[src/asc_pkg.sv]
// Package for the alphabet shift cipher: alphabet table, stage types and lookup helpers.
`default_nettype none
package asc_pkg;

	localparam int unsigned ALPHA_SIZE = 53;
	localparam int unsigned POS_W      = $clog2(ALPHA_SIZE);
	localparam int unsigned SUM_W      = POS_W + 1;
	localparam int unsigned SHIFT_W    = 6;
	localparam int unsigned APB_DW     = 32;
	localparam int unsigned APB_AW     = 3;

	// register indexes, taken from paddr[2]
	localparam logic REG_SHIFT   = 1'b0;
	localparam logic REG_DECRYPT = 1'b1;

	localparam logic [7:0] ALPHA_TAB [ALPHA_SIZE] = '{
		8'h20, "A", "E", "I", "O", "U", "a", "e", "i", "o", "u",
		"B", "C", "D", "F", "G", "H", "J", "K", "L", "M", "N",
		"P", "Q", "R", "S", "T", "V", "W", "X", "Y", "Z",
		"b", "c", "d", "f", "g", "h", "j", "k", "l", "m", "n",
		"p", "q", "r", "s", "t", "v", "w", "x", "y", "z"
	};

	typedef struct packed {
		logic               hit;
		logic [POS_W-1:0]   pos;
	} find_t;

	typedef struct packed {
		logic [SHIFT_W-1:0] shift;
		logic               decrypt;
	} cfg_t;

	typedef struct packed {
		logic [7:0]         ch;
		logic               hit;
		logic [POS_W-1:0]   pos;
	} stage_t;

	typedef struct packed {
		logic [7:0]         ch;
		logic               hit;
	} result_t;

	// table entries are unique, so the matches can simply be OR'ed together
	function automatic find_t alpha_find(input logic [7:0] b);
		find_t r;
		r = '0;
		for (int k = 0; k < ALPHA_SIZE; k++) begin
			if (ALPHA_TAB[k] == b) begin
				r.hit = 1'b1;
				r.pos = r.pos | POS_W'(k);
			end
		end
		return r;
	endfunction

	function automatic logic [7:0] sym_at(input logic [POS_W-1:0] p);
		logic [7:0] r;
		r = 8'h00;
		if (32'(p) < ALPHA_SIZE) begin
			r = ALPHA_TAB[p];
		end
		return r;
	endfunction

endpackage
`default_nettype wire

[src/asc_lookup.sv]
// Stage 1: finds the byte's position in the alphabet.
`default_nettype none
module asc_lookup (
	input  wire logic            clk,
	input  wire logic            arst_n,
	input  wire logic            valid_in,
	input  wire logic [7:0]      char_in,
	input  wire logic            stall_dn,
	output logic                 stall_up,
	output logic                 valid_s1,
	output asc_pkg::stage_t      data_s1
);
	logic         adv;
	asc_pkg::find_t f;

	assign adv      = !valid_s1 || !stall_dn;
	assign stall_up = !adv;
	assign f        = asc_pkg::alpha_find(char_in);

	always_ff @(posedge clk or negedge arst_n) begin
		if (!arst_n) begin
			valid_s1 <= 1'b0;
		end else if (adv) begin
			valid_s1 <= valid_in;
		end
	end

	always_ff @(posedge clk) begin
		if (adv && valid_in) begin
			data_s1.ch  <= char_in;
			data_s1.hit <= f.hit;
			data_s1.pos <= f.pos;
		end
	end
endmodule
`default_nettype wire

[src/asc_rotate.sv]
// Stage 2: moves the position forward or backward by the shift, modulo the alphabet size.
`default_nettype none
module asc_rotate (
	input  wire logic            clk,
	input  wire logic            arst_n,
	input  wire asc_pkg::cfg_t   cfg,
	input  wire logic            valid_in,
	input  wire asc_pkg::stage_t data_in,
	input  wire logic            stall_dn,
	output logic                 stall_up,
	output logic                 valid_s2,
	output asc_pkg::stage_t      data_s2
);
	localparam logic [asc_pkg::SHIFT_W-1:0] SIZE_SH  = asc_pkg::SHIFT_W'(asc_pkg::ALPHA_SIZE);
	localparam logic [asc_pkg::SUM_W-1:0]   SIZE_SUM = asc_pkg::SUM_W'(asc_pkg::ALPHA_SIZE);

	logic                          adv;
	logic [asc_pkg::SHIFT_W-1:0]   s_red;
	logic [asc_pkg::SUM_W-1:0]     sum;
	logic [asc_pkg::SUM_W-1:0]     np;

	assign adv      = !valid_s2 || !stall_dn;
	assign stall_up = !adv;

	always_comb begin
		// out-of-range shift wraps once
		s_red = (cfg.shift >= SIZE_SH) ? cfg.shift - SIZE_SH : cfg.shift;
		if (cfg.decrypt) begin
			sum = asc_pkg::SUM_W'(data_in.pos) + SIZE_SUM - asc_pkg::SUM_W'(s_red);
		end else begin
			sum = asc_pkg::SUM_W'(data_in.pos) + asc_pkg::SUM_W'(s_red);
		end
		np = (sum >= SIZE_SUM) ? sum - SIZE_SUM : sum;
	end

	always_ff @(posedge clk or negedge arst_n) begin
		if (!arst_n) begin
			valid_s2 <= 1'b0;
		end else if (adv) begin
			valid_s2 <= valid_in;
		end
	end

	always_ff @(posedge clk) begin
		if (adv && valid_in) begin
			data_s2.ch  <= data_in.ch;
			data_s2.hit <= data_in.hit;
			data_s2.pos <= np[asc_pkg::POS_W-1:0];
		end
	end
endmodule
`default_nettype wire

[src/asc_emit.sv]
// Stage 3: output register; picks the symbol at the new position or passes the byte through.
`default_nettype none
module asc_emit (
	input  wire logic            clk,
	input  wire logic            arst_n,
	input  wire logic            valid_in,
	input  wire asc_pkg::stage_t data_in,
	input  wire logic            stall_dn,
	output logic                 stall_up,
	output logic                 valid_s3,
	output asc_pkg::result_t     data_s3
);
	logic adv;

	assign adv      = !valid_s3 || !stall_dn;
	assign stall_up = !adv;

	always_ff @(posedge clk or negedge arst_n) begin
		if (!arst_n) begin
			valid_s3 <= 1'b0;
		end else if (adv) begin
			valid_s3 <= valid_in;
		end
	end

	always_ff @(posedge clk) begin
		if (adv && valid_in) begin
			data_s3.ch  <= data_in.hit ? asc_pkg::sym_at(data_in.pos) : data_in.ch;
			data_s3.hit <= data_in.hit;
		end
	end
endmodule
`default_nettype wire

[src/alphabet_shift_cipher_unit.sv]
// Top level of the alphabet shift cipher: config registers and the three-stage pipeline.
// A word accepted at the input passes the lookup, rotate and emit registers (three stages) to out_valid.
// Throughput: one word per cycle while out_stall is low; each stage refills as it drains.
// Each stage is a skid-free register; the output register takes no new word while a result waits under out_stall.
// Reset (arst_n low) clears all stage valid bits and sets shift and decrypt mode to 0.
// The user must write config over the APB port only while the pipeline is empty; the block does not enforce it.
`default_nettype none
module alphabet_shift_cipher_unit (
	input  wire logic                          clk,
	input  wire logic                          arst_n,
	// input words
	input  wire logic                          in_valid,
	output logic                               in_stall,
	input  wire logic [7:0]                    char_in,
	// result words
	output logic                               out_valid,
	input  wire logic                          out_stall,
	output logic [7:0]                         char_out,
	output logic                               in_alphabet,
	// config port
	input  wire logic                          psel,
	input  wire logic                          penable,
	input  wire logic                          pwrite,
	input  wire logic [asc_pkg::APB_AW-1:0]    paddr,
	input  wire logic [asc_pkg::APB_DW-1:0]    pwdata,
	output logic [asc_pkg::APB_DW-1:0]         prdata,
	output logic                               pready
);
	logic [asc_pkg::SHIFT_W-1:0] shift_q;
	logic                        decrypt_q;
	logic                        wr_en;
	asc_pkg::cfg_t               cfg;

	logic              valid_s1, valid_s2, valid_s3;
	logic              stall_s1, stall_s2, stall_s3;
	asc_pkg::stage_t   data_s1, data_s2;
	asc_pkg::result_t  data_s3;

	// ---- config registers; register index is paddr[2], low bits ignored ----
	assign pready = 1'b1;
	assign wr_en  = psel && penable && pwrite && pready;

	always_ff @(posedge clk or negedge arst_n) begin
		if (!arst_n) begin
			shift_q   <= '0;
			decrypt_q <= 1'b0;
		end else if (wr_en) begin
			unique case (paddr[2])
				asc_pkg::REG_SHIFT:   shift_q   <= pwdata[asc_pkg::SHIFT_W-1:0];
				asc_pkg::REG_DECRYPT: decrypt_q <= pwdata[0];
				default: ;
			endcase
		end
	end

	always_comb begin
		unique case (paddr[2])
			asc_pkg::REG_SHIFT:   prdata = asc_pkg::APB_DW'(shift_q);
			asc_pkg::REG_DECRYPT: prdata = asc_pkg::APB_DW'(decrypt_q);
			default:              prdata = '0;
		endcase
	end

	assign cfg.shift   = shift_q;
	assign cfg.decrypt = decrypt_q;

	// ---- pipeline: find position, rotate, emit symbol ----
	asc_lookup u_lookup (
		.clk      (clk),
		.arst_n   (arst_n),
		.valid_in (in_valid),
		.char_in  (char_in),
		.stall_dn (stall_s2),
		.stall_up (stall_s1),
		.valid_s1 (valid_s1),
		.data_s1  (data_s1)
	);

	asc_rotate u_rotate (
		.clk      (clk),
		.arst_n   (arst_n),
		.cfg      (cfg),
		.valid_in (valid_s1),
		.data_in  (data_s1),
		.stall_dn (stall_s3),
		.stall_up (stall_s2),
		.valid_s2 (valid_s2),
		.data_s2  (data_s2)
	);

	asc_emit u_emit (
		.clk      (clk),
		.arst_n   (arst_n),
		.valid_in (valid_s2),
		.data_in  (data_s2),
		.stall_dn (out_stall),
		.stall_up (stall_s3),
		.valid_s3 (valid_s3),
		.data_s3  (data_s3)
	);

	assign in_stall    = stall_s1;
	assign out_valid   = valid_s3;
	assign char_out    = data_s3.ch;
	assign in_alphabet = data_s3.hit;

	// ---- checks ----
	// backpressure only ever comes from a held result word
	a_stall_src: assert property (@(posedge clk) disable iff (!arst_n)
		in_stall |-> (out_valid && out_stall))
		else $error("in_stall without a held result");

	// a flagged word must carry an alphabet symbol
	a_hit_sym: assert property (@(posedge clk) disable iff (!arst_n)
		(out_valid && in_alphabet) |-> asc_pkg::alpha_find(char_out).hit)
		else $error("flagged word is not an alphabet symbol");

	// a pass-through word must not be an alphabet symbol
	a_miss_sym: assert property (@(posedge clk) disable iff (!arst_n)
		(out_valid && !in_alphabet) |-> !asc_pkg::alpha_find(char_out).hit)
		else $error("pass-through word is an alphabet symbol");

	// full pipeline under stall holds every stage
	a_full_hold: assert property (@(posedge clk) disable iff (!arst_n)
		(valid_s1 && valid_s2 && valid_s3 && out_stall) |=> (valid_s1 && valid_s2 && valid_s3))
		else $error("word lost under stall");
endmodule
`default_nettype wire

[config.mk]
export PLATFORM = sky130hd
export DESIGN_NAME = alphabet_shift_cipher_unit
export DESIGN_NICKNAME = d
export VERILOG_FILES = /design/src/asc_pkg.sv /design/src/asc_lookup.sv /design/src/asc_rotate.sv /design/src/asc_emit.sv /design/src/alphabet_shift_cipher_unit.sv
export SDC_FILE = /design/constraint.sdc
export NUM_CORES = 1
export LEC_CHECK = 0
export ABC_AREA = 1
export BUFFER_PORTS_ARGS = -buffer_cell sky130_fd_sc_hd__buf_4
export CORE_MARGIN = 2
export CORE_UTILIZATION = 25
export DETAILED_ROUTE_END_ITERATION = 8
export GPL_TIMING_DRIVEN = 0
export HOLD_SLACK_MARGIN = 0.02
export PLACE_DENSITY = 0.41
export REMOVE_ABC_BUFFERS = 1
export SYNTH_ARGS = -nofsm -noshare
export SYNTH_HDL_FRONTEND = slang
export SYNTH_SLANG_ARGS = --single-unit
[constraint.sdc]
create_clock -name clk -period 4.5 [get_ports clk]
set_input_delay 0.9 -clock clk [delete_from_list [all_inputs] [get_ports clk]]
set_output_delay 0.9 -clock clk [all_outputs]
set_load 0.005 [all_outputs]
Word-level counts from Yosys, hierarchy flattened
Memories as Yosys holds them, arrays and structs flattened.
Index checks and enable logic that the tools add are counted.
Word-level totals
  memories kept: 1
  register bits: 49
  ROM bits: 512
  output and inout bits: 44
  word-level logic and storage cells: 164
  input port bits: 50
Memories
  (name not given): depth 64, width 8, rd ports 1, clocked after Yosys merged registers in 0, write ports 0, RTL line asc_pkg.sv:62  | r = ALPHA_TAB[p];
Operators by class
  add/sub/neg operators: 5
  magnitude comparators: 4
  mux-type cells: 63
  reductions and logical operators: 18
  equal/unequal tests: 55
  bitwise operators: 2
Operators by type and width (count)
  == test 7 x 8 -> 1 bit, first input constant: 52
  2-to-1 mux 5 bit: 16
  2-to-1 mux 4 bit: 16
  case mux 32 bit (2 select lines): 1
  OR reduction 52 bit: 1
  2-to-1 mux 8 bit: 5
  2-to-1 mux 3 bit: 8
  2-to-1 mux 6 bit: 4
  OR reduction 21 bit: 1
  2-to-1 mux 7 bit: 2
  2-to-1 mux 2 bit: 6
  subtractor 6 bit, second input constant: 2
  == test 6 x 8 -> 1 bit, first input constant: 1
  adder 6 x 6 -> 7 bit: 1
  adder 6 x 6 -> 7 bit, second input constant: 1
  greater-or-equal comparator 7 x 6 -> 1 bit, second input constant: 1
  greater-or-equal comparator 7 bit, second input constant: 1
  inverter 6 -> 7 bit: 1
  subtractor 7 x 6 -> 7 bit: 1
  greater-or-equal comparator 6 bit, second input constant: 1
  < comparator 6 bit, second input constant: 1
  logical AND 1 bit: 5
  logical NOT 1 bit: 5
  2-to-1 mux 1 bit: 5
  other kinds (5): 9

Logic depth before layout (Yosys ltp)
  depth in word-level cells: 51
  gate-level depth with buffers: 26
  mapped depth without buffers: 26

Modules after synthesis
From an unflattened synthesis, not the netlist that was laid out.
Unflattened totals
  cells, all modules: 699
  area total of the unflattened synthesis: 4673.2 um^2
By module, submodules not included
  asc_rotate: area each 1591.5 um^2, times used 1, cells each 206, seq. area each 475.5 um^2
  asc_lookup: area each 1480.2 um^2, times used 1, cells each 256, seq. area each 475.5 um^2
  asc_emit: area each 1016.0 um^2, times used 1, cells each 160, seq. area each 295.3 um^2
  alphabet_shift_cipher_unit: area each 585.6 um^2, times used 1, cells each 77, seq. area each 175.2 um^2

Least setup slack after synthesis
OpenSTA, ideal clock, no wires.
  kind: register to register
  start: reg shift_q[0] in the netlist's numbering
  end: reg, netlist name u_rotate.data_s2[0]
  data arrival time: 3112 ps
  setup slack: 1135 ps
  clock period less this slack: 3365 ps
  cell stages (with the launch flop): 25
  library setup time: 253 ps
  cell sequence: dfrtp_1 > inv_1 > ha_1 > nor2_1 > nor2_1 > nand2_1 > nand2_1 > nor2_1 > inv_1 > or2_1 > xor2_1 > inv_1 > ha_1 > inv_1 > ha_1 > a21oi_1 > nand2_1 > nand2_1 > nand2_1 > o21ai_2 > nand2_1 > nand2_1 > nand2_2 > nand3_1 > nand2_1
On the way
  cells in the longest elaborated chain, start to end: 6
  elaborated cells on any way between the ends: 9
RTL lines
  from (decl): RTL line alphabet_shift_cipher_unit.sv:29  | logic [asc_pkg::SHIFT_W-1:0] shift_q;
  from (signal assigned): RTL line alphabet_shift_cipher_unit.sv:49  | asc_pkg::REG_SHIFT: shift_q <= pwdata[asc_pkg::SHIFT_W-1:0];
  subtractor 6 bit or greater-or-equal comparator 6 bit (tied branches): RTL line asc_rotate.sv:27  | s_red = (cfg.shift >= SIZE_SH) ? cfg.shift - SIZE_SH : cfg.shift;
  2-to-1 mux 6 bit *: RTL line asc_rotate.sv:27
  subtractor 7 x 6 -> 7 bit or adder 6 x 6 -> 7 bit (tied branches): RTL line asc_rotate.sv:29, asc_rotate.sv:31
  2-to-1 mux 7 bit *: RTL line asc_rotate.sv:28  | if (cfg.decrypt) begin
  subtractor 6 bit or greater-or-equal comparator 7 x 6 -> 1 bit (tied branches): RTL line asc_rotate.sv:33  | np = (sum >= SIZE_SUM) ? sum - SIZE_SUM : sum;
  2-to-1 mux 6 bit *: RTL line asc_rotate.sv:33
  net u_rotate.np (one bit): RTL line asc_rotate.sv:20  | logic [asc_pkg::SUM_W-1:0] np;
The timed path passes the listed nets; every way through them passes the cells marked *.
A chain may end at the register's enable or synchronous reset.

Worst setup path after layout
  start: reg shift_q[0] in the netlist's numbering
  end: reg, netlist name u_rotate.data_s2[4]
On the way
  cells in the longest elaborated chain, start to end: 6
  elaborated cells on any way between the ends: 9
RTL lines (RTL line)
  subtractor 6 bit or greater-or-equal comparator 6 bit (tied branches): asc_rotate.sv:27
  2-to-1 mux 6 bit *: asc_rotate.sv:27
  subtractor 7 x 6 -> 7 bit or adder 6 x 6 -> 7 bit (tied branches): asc_rotate.sv:29, asc_rotate.sv:31
  2-to-1 mux 7 bit *: asc_rotate.sv:28
  subtractor 6 bit or greater-or-equal comparator 7 x 6 -> 1 bit (tied branches): asc_rotate.sv:33
  2-to-1 mux 6 bit *: asc_rotate.sv:33
  net u_rotate.np (one bit): asc_rotate.sv:20
Marked as above.

==> results.md <==
- The area of the die is approximately 18000 um2.
- In the synthesized netlist the dominant register cell turns out to be sky130_fd_sc_hd__edfxtp_1.
- The post-synthesis mux area share is 0%.
- After detailed routing, the average wire length per cell comes to approximately 14 um.
- The maximum number of pins on one net before global-route repair is 17.
- The number of different library cells in the post-synthesis netlist is 44.
- The worst path uses roughly nine tenths of the clock period.
- The largest single stage delay on the critical path is 0.47 ns.
- Counting buffers and inverters, the worst setup path is 23 cells deep.
- The post-detailed-route via-to-cell ratio is 4.647.
- The worst-case vdd ir drop is 0.1639 mV.
- The synthesized netlist devotes 1.417% of its cell area to XOR and XNOR gates.
- The clock-pin slew on the worst setup and hold paths is 0.07 ns.
- The setup TNS is 0 ns.
- The count of flip-flops with a built-in enable after synthesis is 39.
- Sequential cells were found to cover between 30% and 40% of the synthesized design area.
- The leakage power total is 2.355 nW.
- The placer's final routability congestion estimate is roughly 0.94.
- For this design, the sink count on the clock tree is 49.
- The first global-routing pass estimated 19.13 mm of wire.
- The number of buffer and inverter stages on the critical path is 3.
- The worst path needs slightly above 4 ns of the cycle, external delays included.
- The number of clock buffers added by TritonCTS is 5.
- The post-synthesis adder-cell area fraction is 9.212%.
- Measured in cells, the most critical reg-to-reg path has a length of 23.
- The tree is rooted in a sky130_fd_sc_hd__clkbuf_16.
- The count of buffers added on input and output ports is 38.
- The kind of path behind the tightest hold check is primary input to asynchronous set/reset pin.
- The share of flip-flops with an asynchronous set or reset after synthesis is between 20% and 30%.
- The clock arrives with 0.002045 ns of skew.
- The number of max-slew violations in the final report came to 0.
- The startpoint kind of the worst setup timing path is a register.
- After synthesis, the largest family of logic cells by area is simple AND/OR/NAND/NOR gates.
- The routed design has 11.57 mm of wire.
- The critical path goes through inv_1, ha_1, nor2_1, nor2_1, nand2_1, nand2_1, nor2_1, inv_1, o21ai_0, ha_1, inv_1, ha_1, fa_1, nand2_1, nand2_1, nand2_1, nand3_1, nand2_1, nand2_1, nand2_2, nand2_2, nand2_1, nand2_1.
- The kind of capture point of the worst setup path is a register.
- The number of global-route vias before repair is 3810.
- The number of violations reported at the end of detailed-routing iteration 0 is 260.
- The die outline height is 134.2 um.
- The required time at the endpoint of the critical path is between 4 and 5 ns.
- The count of H-tree levels built during CTS is 2.
- The number of synthesized register bits is just under 50.
- Summing all flip-flop and latch instances after layout gives 1421 um2.
- Including well taps, the total number of placed cells is 836.
- Setup repair after global routing left no endpoint under its margin.
- The DRC violation count after routing is 0.
- In the final layout, the share of cells above drive strength 1 is 13.30%.
- The estimated wirelength of the detail-placed design is approximately 9.4 mm.
- Excluding fillers, the count of instances in the completed layout stands at 844.
- The number of cells upsized or downsized after cts is 0.
- After clock tree synthesis, the setup repair step added 0 buffers.
- Once detail routing completed, the nets flagged for antenna violations numbered 0.
- The number of fill cells in the layout is 1825.
- The average instance in the mapped netlist occupies ~7.2 um2.
- The total standard cell area after synthesis is 4238 um2.
- The critical path in this run is classified as register to register.
- The die boundary width is 134.2 um.
- The leftover overflow at the end of global routing is 0.
- The maximum fanout along the worst path is 6.
- The remaining max-slew budget at the tightest pin is 36.97%.
- The clock network latency to the later pin of the worst-skew pair is ~0.30 ns.
- The number of endpoints with negative hold slack in the final report came to 0.
- In the final layout, the multi-input gates occupy 2331 um2.
- The floorplan core area is 16580 um2.
- At the pin with the least slew margin, the transition time is 0.9455 ns.
- Across the run, the number of max-cap violations was 0.
- The initial core utilization is 25.55%.
- The run finished with clean final reports.
- The detailed router placed 3922 vias in this run.
- The critical path data arrival time is 4.10 ns.
- For this run, the top clock speed supported by timing is 0.2471 GHz.
- The number of setup violations in the final report is 0.
- The simple-gate share of the synthesized area is 30.35%.
- The number of antenna violations at the first check in global routing is 0.
- For this design, the CTS-stage hold fixing added 0 buffers.
- TritonCTS built the clock tree.
- In the global route stage, overall resource usage came out at 13.37%.
- The number of nets in the layout is 703.
- The ratio of total power to cell area is 496.8 nW/um2.
- The standard-cell row count is 47.
- The cell type of the slowest stage on the worst timing path is sky130_fd_sc_hd__o21ai_0.
- Compared with the post-synthesis result, the final layout area differs by 12.81%.
- The synthesized instance count is 590.
- The repair_antennas step left the layout with diodes totalling 0.
- Before antenna repair, the detailed router went through 5 iterations.
- For this run, the number of Yosys warnings is 0.
- The final standard cell utilization of the core is 28.83%.
- During I/O placement, the number of pins put on the boundary was 94.
- The buffer levels on the longest clock path is 2.
- The kind of cell with the highest combined delay along the critical path is simple AND/OR/NAND/NOR gates.
- The compound-cell area share of the yosys netlist is 11.57%.
- The most common cell type on the critical path is sky130_fd_sc_hd__nand2_1.
## layout make-up
class	count	area share, %
Multi-Input combinational cell	444	48.76
Sequential cell	49	29.73
Inverter	85	6.726
Timing Repair Buffer	38	5.967
Tap cell	220	5.758
Clock buffer	5	2.617
Clock inverter	3	0.4449
## metal layers
metal | GRT usage [%] | wire [um] | share of wire (%)
met5 | 0 | 0 | 0
met2 | 22.00 | 5499 | 48
met4 | 6.842 | 474 | 4.1
met3 | 2.268 | 515 | 4.5
met1 | 16.86 | 5077 | 44
## logic make-up (layout without fill, tap and decap cells)
group,count (synthesis),in the layout
adder cells (fa/ha/maj),30,30
other,2,27
AO/OA/AOI/OAI,85,85
buffers and inverters,122,131
flip-flops,49,49
XOR/XNOR,6,6
AND/OR/NAND/NOR,296,296
## layout by cell type (no fill, tap or decap), types with 3 or more instances in the layout
cell,netlist,routed
sky130_fd_sc_hd__nor2_1,79,78
sky130_fd_sc_hd__dfrtp_1,10,10
sky130_fd_sc_hd__nand2_1,127,127
sky130_fd_sc_hd__o211ai_1,4,4
sky130_fd_sc_hd__nor2_2,4,5
sky130_fd_sc_hd__nand4_1,12,12
sky130_fd_sc_hd__edfxtp_1,39,39
sky130_fd_sc_hd__o21ai_2,3,3
sky130_fd_sc_hd__buf_4,27,38
sky130_fd_sc_hd__inv_2,17,17
sky130_fd_sc_hd__ha_1,28,28
sky130_fd_sc_hd__nor4_1,3,3
sky130_fd_sc_hd__a31oi_1,4,4
sky130_fd_sc_hd__o21ai_0,29,29
sky130_fd_sc_hd__clkbuf_16,0,5
sky130_fd_sc_hd__nand2_2,5,5
sky130_fd_sc_hd__conb_1,2,27
sky130_fd_sc_hd__inv_1,67,67
sky130_fd_sc_hd__nand3_1,46,46
sky130_fd_sc_hd__xor2_1,4,4
sky130_fd_sc_hd__a21oi_1,30,30
sky130_fd_sc_hd__nor3_1,10,10
sky130_fd_sc_hd__o2111ai_1,4,4
## path summary, 6_finish.rpt
kind                                                 from                             end  slack, ns
max reg2reg                        shift_q[0]$_DFFE_PN0P_   u_rotate.data_s2[4]$_DFFE_PP_       0.45
max in group asynchronous                          arst_n          shift_q[2]$_DFFE_PN0P_       3.92
min in group clk           u_lookup.data_s1[10]$_DFFE_PP_  u_rotate.data_s2[10]$_DFFE_PP_       0.42
max                                shift_q[0]$_DFFE_PN0P_   u_rotate.data_s2[4]$_DFFE_PP_       0.45
min                                                arst_n     u_emit.valid_s3$_DFFE_PN0P_       0.42
min reg2reg                u_lookup.data_s1[10]$_DFFE_PP_  u_rotate.data_s2[10]$_DFFE_PP_       0.42
## worst register-to-register path, stage by stage, from the launching register on
cell                      delay, ns
sky130_fd_sc_hd__dfrtp_1       0.39
sky130_fd_sc_hd__inv_1         0.12
sky130_fd_sc_hd__ha_1          0.23
sky130_fd_sc_hd__nor2_1        0.11
sky130_fd_sc_hd__nor2_1        0.06
sky130_fd_sc_hd__nand2_1       0.06
sky130_fd_sc_hd__nand2_1       0.06
sky130_fd_sc_hd__nor2_1        0.18
sky130_fd_sc_hd__inv_1         0.11
sky130_fd_sc_hd__o21ai_0       0.47
sky130_fd_sc_hd__ha_1          0.35
sky130_fd_sc_hd__inv_1         0.07
sky130_fd_sc_hd__ha_1          0.22
sky130_fd_sc_hd__fa_1          0.43
sky130_fd_sc_hd__nand2_1       0.08
sky130_fd_sc_hd__nand2_1       0.14
sky130_fd_sc_hd__nand2_1       0.10
sky130_fd_sc_hd__nand3_1       0.09
sky130_fd_sc_hd__nand2_1       0.11
sky130_fd_sc_hd__nand2_1       0.07
sky130_fd_sc_hd__nand2_2       0.13
sky130_fd_sc_hd__nand2_2       0.10
sky130_fd_sc_hd__nand2_1       0.07
sky130_fd_sc_hd__nand2_1       0.06
## flip-flops by register name, summed over array words and instances (netlist names)
signal and cells:
u_lookup.data_s1 15, u_rotate.data_s2 15, u_emit.data_s3 9, shift_q 6, decrypt_q 1, u_emit.valid_s3 1
u_lookup.valid_s1 1, u_rotate.valid_s2 1
## power by group
group	internal (mW)	switching (mW)
logic	0.469	0.816
clock network	0.207	0.179
registers	0.616	0.0871
## Yosys cell counts, types with 2 or more instances
master / n / area [um2]
sky130_fd_sc_hd__nand2_1: 127 / 476.7
sky130_fd_sc_hd__nor2_1: 79 / 296.5
sky130_fd_sc_hd__inv_1: 67 / 251.5
sky130_fd_sc_hd__nand3_1: 46 / 230.2
sky130_fd_sc_hd__edfxtp_1: 39 / 1171
sky130_fd_sc_hd__a21oi_1: 30 / 150.1
sky130_fd_sc_hd__o21ai_0: 29 / 145.1
sky130_fd_sc_hd__ha_1: 28 / 350.3
sky130_fd_sc_hd__buf_4: 27 / 202.7
sky130_fd_sc_hd__inv_2: 17 / 63.81
sky130_fd_sc_hd__nand4_1: 12 / 75.07
sky130_fd_sc_hd__dfrtp_1: 10 / 250.2
sky130_fd_sc_hd__nor3_1: 10 / 50.05
sky130_fd_sc_hd__nand2_2: 5 / 31.28
sky130_fd_sc_hd__a31oi_1: 4 / 25.02
sky130_fd_sc_hd__buf_2: 4 / 20.02
sky130_fd_sc_hd__clkbuf_1: 4 / 15.01
sky130_fd_sc_hd__nor2_2: 4 / 25.02
sky130_fd_sc_hd__o2111ai_1: 4 / 35.03
sky130_fd_sc_hd__o211ai_1: 4 / 30.03
sky130_fd_sc_hd__xor2_1: 4 / 35.03
sky130_fd_sc_hd__nor4_1: 3 / 18.77
sky130_fd_sc_hd__o21ai_2: 3 / 26.28
sky130_fd_sc_hd__a211oi_1: 2 / 15.01
sky130_fd_sc_hd__and3_1: 2 / 12.51
sky130_fd_sc_hd__buf_6: 2 / 22.52
sky130_fd_sc_hd__conb_1: 2 / 7.510
sky130_fd_sc_hd__fa_1: 2 / 40.04
sky130_fd_sc_hd__o21a_1: 2 / 15.01
sky130_fd_sc_hd__o21ai_1: 2 / 10.01
sky130_fd_sc_hd__o221ai_1: 2 / 17.52
sky130_fd_sc_hd__or2_1: 2 / 12.51
## stage by stage
step	total power, mW	setup WS, ns	hold slack (ns)	cell area (um2)
after floorplan	1.658	1.122	0.4003	4071
after global placement	2.006	0.5219	0.4031	4632
after detailed placement	1.999	0.4556	0.4045	4632
after CTS	2.405	0.4392	0.4108	4778
after global routing	2.650	0.06261	0.4145	4781
final	2.375	0.4533	0.4220	4781
Power figures use the tool's default switching activity.
